--- src/rtl/euq_pkg.sv ---
// Package with constants and the arctangent table for the Euler-to-quaternion block.
package euq_pkg;

  localparam int ANGLE_BITS_DEF   = 16;
  localparam int OUT_BITS_DEF     = 16;
  localparam int CORDIC_STEPS_DEF = 16;

  // CORDIC datapath width: Q2.30 values and phase with pi = 2^32 both fit.
  localparam int CW = 34;

  localparam logic signed [CW-1:0] GAIN_Q30 = 34'sd652032874;

  localparam logic [31:0] ATAN_TAB [32] = '{
    32'd1073741824, 32'd633866812, 32'd334917814, 32'd170009512,
    32'd85334662,   32'd42708930,  32'd21359676,  32'd10680490,
    32'd5340326,    32'd2670174,   32'd1335088,   32'd667544,
    32'd333772,     32'd166886,    32'd83444,     32'd41722,
    32'd20860,      32'd10430,     32'd5216,      32'd2608,
    32'd1304,       32'd652,       32'd326,       32'd162,
    32'd82,         32'd40,        32'd20,        32'd10,
    32'd6,          32'd2,         32'd2,         32'd0
  };

  function automatic logic signed [CW-1:0] atan_step(input logic [4:0] k);
    atan_step = $signed({2'b00, ATAN_TAB[k]});
  endfunction

endpackage

--- src/rtl/euq_cordic.sv ---
// Pipelined rotation-mode CORDIC giving cos and sin of the negated half angle.
module euq_cordic import euq_pkg::*; #(
  parameter int ANGLE_BITS   = ANGLE_BITS_DEF,
  parameter int CORDIC_STEPS = CORDIC_STEPS_DEF
) (
  input  logic                         clk_i,
  input  logic                         en_i,
  input  logic signed [ANGLE_BITS-1:0] angle_i,
  output logic signed [CW-1:0]         cos_o,
  output logic signed [CW-1:0]         sin_o
);

  logic signed [CW-1:0] x_q [CORDIC_STEPS];
  logic signed [CW-1:0] y_q [CORDIC_STEPS];
  logic signed [CW-1:0] z_q [CORDIC_STEPS];
  logic signed [CW-1:0] z_init;

  // Negated half angle in units where pi = 2^32.
  assign z_init = -($signed({{(CW-ANGLE_BITS){angle_i[ANGLE_BITS-1]}}, angle_i})
                    <<< (32-ANGLE_BITS));

  for (genvar i = 0; i < CORDIC_STEPS; i++) begin : g_step
    logic signed [CW-1:0] x_in, y_in, z_in, x_d, y_d, z_d, dx, dy, t;
    if (i == 0) begin : g_first
      assign x_in = GAIN_Q30;
      assign y_in = '0;
      assign z_in = z_init;
    end else begin : g_rest
      assign x_in = x_q[i-1];
      assign y_in = y_q[i-1];
      assign z_in = z_q[i-1];
    end
    always_comb begin
      dx = y_in >>> (i % 32);
      dy = x_in >>> (i % 32);
      t  = atan_step(5'(i % 32));
      if (!z_in[CW-1]) begin
        x_d = x_in - dx;
        y_d = y_in + dy;
        z_d = z_in - t;
      end else begin
        x_d = x_in + dx;
        y_d = y_in - dy;
        z_d = z_in + t;
      end
    end
    always_ff @(posedge clk_i) begin
      if (en_i) begin
        x_q[i] <= x_d;
        y_q[i] <= y_d;
        z_q[i] <= z_d;
      end
    end
  end

  assign cos_o = x_q[CORDIC_STEPS-1];
  assign sin_o = y_q[CORDIC_STEPS-1];

endmodule

--- config.mk ---
export PLATFORM = sky130hd
export DESIGN_NAME = euq_cordic
export DESIGN_NICKNAME = d
export VERILOG_FILES = /design/src/rtl/euq_pkg.sv /design/src/rtl/euq_cordic.sv
export SDC_FILE = /design/constraint.sdc
export NUM_CORES = 2
export LEC_CHECK = 0
export BUFFER_PORTS_ARGS = -buffer_cell sky130_fd_sc_hd__clkbuf_2
export CAP_MARGIN = 5
export CORE_MARGIN = 3
export CORE_UTILIZATION = 47
export DETAILED_ROUTE_END_ITERATION = 7
export SETUP_SLACK_MARGIN = 0.02
export SYNTH_ARGS = -nofsm -noshare
export SYNTH_HDL_FRONTEND = slang
export SYNTH_SLANG_ARGS = --single-unit
--- constraint.sdc ---
create_clock -name clk_i -period 5.7 [get_ports clk_i]
set_clock_uncertainty 0.05 [all_clocks]
set_input_delay 1.14 -clock clk_i [delete_from_list [all_inputs] [get_ports clk_i]]
set_output_delay 1.14 -clock clk_i [all_outputs]
set_load 0.02 [all_outputs]
---- After elaboration in Yosys (flattened, before gate mapping) ----
Memory sizes are Yosys's and may differ from the RTL's.
Cells that the tools add are included.
word-level totals
  output and inout bits ................... 68
  memories kept ........................... 3
  bits in writable memories ............... 1632
  bits in registers ....................... 0
operators by class
  muxes and demuxes ....................... 49
  add/subtract/negate cells ............... 93
memories
  name  words  width  read ports  clocked after Yosys merged registers in  wr ports  RTL line          text
  x_q   16     34     16          0                                        16        euq_cordic.sv:13  logic signed [CW-1:0] x_q [CORDIC_STEPS];
  y_q   16     34     16          0                                        16        euq_cordic.sv:14  logic signed [CW-1:0] y_q [CORDIC_STEPS];
  z_q   16     34     15          0                                        16        euq_cordic.sv:15  logic signed [CW-1:0] z_q [CORDIC_STEPS];
operator list
  kind                                            count
  34-bit two-way mux                              47
  34-bit by 19-bit adder with 34-bit output       2
  34-bit by 20-bit adder with 34-bit output       2
  34-bit by 21-bit adder with 34-bit output       2
  34-bit by 22-bit adder with 34-bit output       2
  34-bit by 23-bit adder with 34-bit output       2
  34-bit by 24-bit adder with 34-bit output       2
  34-bit by 25-bit adder with 34-bit output       2
  34-bit by 26-bit adder with 34-bit output       2
  34-bit by 27-bit adder with 34-bit output       2
  34-bit by 28-bit adder with 34-bit output       2
  34-bit by 29-bit adder with 34-bit output       2
  34-bit by 30-bit adder with 34-bit output       2
  34-bit by 31-bit adder with 34-bit output       2
  34-bit by 32-bit adder with 34-bit output       2
  34-bit by 33-bit adder with 34-bit output       2
  34-bit by 19-bit subtractor with 34-bit output  2
  34-bit by 20-bit subtractor with 34-bit output  2
  34-bit by 21-bit subtractor with 34-bit output  2
  34-bit by 22-bit subtractor with 34-bit output  2
  34-bit by 23-bit subtractor with 34-bit output  2
  34-bit by 24-bit subtractor with 34-bit output  2
  34-bit by 25-bit subtractor with 34-bit output  2
  34-bit by 26-bit subtractor with 34-bit output  2
  41 further kinds                                49

---- Depth between registers and ports, before layout ----
  depth in word-level cells ............... 3
  mapped depth ............................ 22

---- Worst setup path before layout ----
No wires, ideal clock.
  path type ............................... reg-to-reg
  start ................................... mem x_q[9][13] (netlist: x_q[1][47])
  end ..................................... mem y_q[10][32] (netlist: y_q[1][100]), data pin
  data required time ...................... 5392 ps
  arrival ................................. 4305 ps
  slack ................................... 1088 ps
  clock period less this slack ............ 4612 ps
  cell stages (with the launch flop) ...... 19
  cell sequence ........................... edfxtp_1 > or3_1 > or3b_2 > nor3_1 > nand3b_1 > nor4_1 > nor2_1 > xnor2_1 > ha_1 > and4_1 > nand2_1 > a2111oi_0 > o211ai_1 > a311oi_1 > nor2_1 > o21ai_0 > a21o_1 > a21oi_1 > xnor2_1
RTL lines
  what         RTL line
  from (decl)  euq_cordic.sv:13
  to (decl)    euq_cordic.sv:14

==> results.txt <==
The flow ran to the end, and the final reports show no timing, DRC or antenna violations. For flop-to-flop paths, the worst setup slack is 0.36 ns. The library cell used most frequently in the layout, excluding fill and tap cells, is edfxtp_1.

The deepest level of the CTS H-tree came out at 4. The number of placement rows came out at roughly 180. The residual antenna-violating net count after detailed routing came out at 0. The floorplan die height is 510 um.

The area growth from synthesis to layout is 9.28%. The die boundary width is 510 um. Yosys mapped the design onto 105 distinct sky130hd cell types. Buffers added to address setup during post-CTS repair amount to 0. The yosys synthesis warning count is 0. The first routing iteration left 6231 violations.

The total via count after detailed routing is 93000. Clock tree synthesis inserted a total of 180 buffers. The max-cap violation count is 0. The total core area is 252000 um2. The critical path required time is ~6.2 ns. The count of pins over their slew limit was 0. The number of hold-repair buffers added at the cts stage came out at 0.

The worst reg2reg path depth came out at 18. The count of buffers added on input and output ports is 85. The post-synthesis instance area is 119000 um2. The initial antenna violation count is 2. In this run the most critical hold path is launched from z_q[1][37]$_DFFE_PP_. The setup total negative slack is 0 ns. The critical path in this run is classified as reg2reg. The overall fraction of global-route tracks in use came out at 0.232.

The weighted congestion at the end of routability-driven global placement is 0.912. The maximum achievable frequency is 187 MHz. The worst flop-to-flop path startpoint is x_q[0][78]$_DFFE_PP_. The top-level I/O count came out at 86. Setup repair after global routing could not meet its margin everywhere.

The dominant synthesized flop cell is edfxtp_1. Entering global routing, the biggest net connects 148 pins. The worst-case hold slack is roughly 0.37 ns.

The endpoint identified for the worst register-to-register timing path is y_q[0][135]$_DFFE_PP_. The synthesized design contains 1417 register bits. The worst endpoint data arrival time came out at 5.89 ns. The worst setup path is captured at a register. The full die area is between 200000 and 300000 um2. The time the worst path needs with I/O delays and setup came out at 5.34 ns.

The path class of the tightest hold or removal check is reg2reg. The hold violation total from the final report is 0. The post-detailed-route DRC marker count is 0.

The post-synthesis net count is 13800. The headroom to the max-slew limit is 0.359. The clock-pin slew on the worst setup and hold paths came out at roughly 0.06 ns. The starting density of the core came out at 0.474. The core occupancy in the finished layout is 0.518. The cell count after synthesis is 12400. The number of instances on the worst hold path came out at 0. The first-pass detailed-route iteration total is 8. The library cells used most frequently in the layout, excluding fill and tap cells, are edfxtp_1 (1417), a21oi_1 (1382), ha_1 (1368), xnor2_1 (1184), nor2_1 (1122). In the final routed layout, each cell accounts on average for between 15 and 20 um. TritonCTS built the clock tree.

The placed wire-length estimate is ~250000 um. The clock passes through at most 4 buffers. The total number of nets in the final design is 14000. The first-pass GRT wire length is 490000 um. After filler insertion, the fill cell instance count of the layout stands at 22700.

The async set-or-reset flop fraction in the synthesized netlist is 0. The number of enable flip-flop cells after synthesis is roughly 1400. The via count of the first global-routing pass was 90100. Of all nets on the critical path, the largest fanout is 5. The global-route congestion overflow total came out at 0.

The clock insertion delay at the later pin of the skew report came out at 0.87 ns. The total of endpoints with negative setup slack in the final report came out at 0. The ratio of cells with drive above 1 in the final layout came out at 0.0538. For this block, the routed nets add up to 310000 um of wire. The total clock sinks came out at 1417. The worst setup path is launched from a register. For the pin with the worst max-slew slack, the measured transition is 0.953 ns. The per-instance average area after synthesis came out at 9.64 um2. In the finished design, the share of the clock period the worst path needs comes to 0.938. The share of synthesized area occupied by flip-flops and latches came out at 0.356.

The root buffer selected by CTS is clkbuf_16. The detailed-route vias per instance came out at 5.78. The worst hold path terminates at z_q[1][71]$_DFFE_PP_.
## worst max-delay path, cell delays in order (launching register included)
cell and delay (ns):
edfxtp_1 0.46, nor3_1 0.33, nand2_1 0.15, nor4_1 0.37, nand3b_1 0.24, nor3b_2 0.35
nor2_1 0.09, xnor2_1 0.14, ha_1 0.35, a21o_1 0.18, a21oi_1 0.18, o21ai_1 0.14
a2111oi_0 0.58, nor3_1 0.19, o31a_1 0.34, o211a_1 0.23, or2_1 0.25, a311oi_1 0.33
xnor2_1 0.12
## cell families (layout without fill, tap and decap cells)
logic type / Yosys count / count (layout) / share of synthesized area
compound gates: 3721 / 3721 / 0.197
simple gates: 3214 / 3214 / 0.131
xor+xnor: 1788 / 1788 / 0.131
flops: 1417 / 1417 / 0.356
fa+ha+maj: 1409 / 1409 / 0.150
buf+inv: 707 / 1068 / 0.0224
mux: 136 / 136 / 0.0120
other cells: 0 / 1 / 0
## area by class of cell
cell class / count / area [um2] / area share
Antenna cell: 1 / 2.50 / 0.0000192
Clock buffer: 202 / 4610 / 0.0353
Clock inverter: 121 / 1350 / 0.0103
Inverter: 534 / 2000 / 0.0154
Multi-Input combinational cell: 10300 / 74300 / 0.569
Sequential cell: 1417 / 42600 / 0.326
Tap cell: 3348 / 4190 / 0.0321
Timing Repair Buffer: 211 / 1560 / 0.0120
## metrics by stage
step | instance area (um2) | cells | setup slack [ns]
2_1_floorplan | 119000 | 12400 | 1.09
3_3_place_gp | 125000 | 15800 | 0.169
3_5_place_dp | 125000 | 15800 | 0.166
4_1_cts | 130000 | 16100 | 0.108
5_1_grt | 131000 | 16100 | 0.0000515
6_report | 131000 | 16100 | 0.356
## synth_stat cells (28+ instances only)
master	number	share of area
and3_1	82	0.0043
xor2_1	603	0.044
nand3_1	211	0.0088
o31ai_1	33	0.0021
and2_1	86	0.0045
inv_1	531	0.017
or4_1	33	0.0021
mux2i_1	76	0.0064
fa_1	41	0.0069
nor2_1	1123	0.035
mux2_2	60	0.0057
a211oi_1	109	0.0068
a21oi_1	1382	0.058
or2_2	50	0.0026
nand2_1	515	0.016
a211o_1	28	0.0021
a21o_1	582	0.037
o21a_1	229	0.014
a21boi_0	41	0.0026
ha_1	1368	0.14
clkbuf_1	138	0.0043
nand4_1	78	0.0041
o211ai_1	49	0.0031
o21ai_0	560	0.023
nor3_1	345	0.014
nor3b_1	38	0.0024
o21ai_1	39	0.0016
nor4_1	79	0.0041
a31oi_1	127	0.0067
nor2b_1	186	0.0097
edfxtp_1	1417	0.36
nand2b_1	200	0.010
or3_1	81	0.0042
xnor2_1	1184	0.087
a31o_2	31	0.0023
buf_1	30	0.00094
o21bai_1	176	0.011
o31a_1	35	0.0026
## layer usage
| layer | global-route usage | routed length [um] | up-vias |
|---|---|---|---|
| met5 | 0 | 0 | - |
| met4 | 0.0730 | 9940 | 0 |
| met2 | 0.408 | 151000 | 2019 |
| met3 | 0.0244 | 12800 | 510 |
| li1 | - | - | 46400 |
| met1 | 0.298 | 137000 | 44000 |
## how the worst max path moves through the flow
stage | start | to | slack, ns | cells past startpoint
after floorplan | x_q[1][47]$_DFFE_PP_ | y_q[1][100]$_DFFE_PP_ | 1.09 | 18
after global placement | x_q[1][47]$_DFFE_PP_ | y_q[1][100]$_DFFE_PP_ | 0.17 | 18
after detailed placement | x_q[1][47]$_DFFE_PP_ | y_q[1][100]$_DFFE_PP_ | 0.17 | 18
after CTS | x_q[1][49]$_DFFE_PP_ | y_q[1][100]$_DFFE_PP_ | 0.11 | 18
after global routing | x_q[1][47]$_DFFE_PP_ | y_q[1][100]$_DFFE_PP_ | 0.00005 | 18
final | x_q[0][78]$_DFFE_PP_ | y_q[0][135]$_DFFE_PP_ | 0.36 | 18
## sequential cells by signal, summed over array words and instances, names as in the netlist
| register | flops |
|---|---|
| z_q | 423 |
| x_q | 484 |
| y_q | 510 |
## timing repair
item / in CTS / in global routing
setup endpoints to repair: 0 / 10
endpoints found under the hold margin: 0 / 0
gates resized for setup: 0 / 10
Power is not shown: default switching activity piles up to over one toggle a cycle in this logic, so the estimate is an artifact.
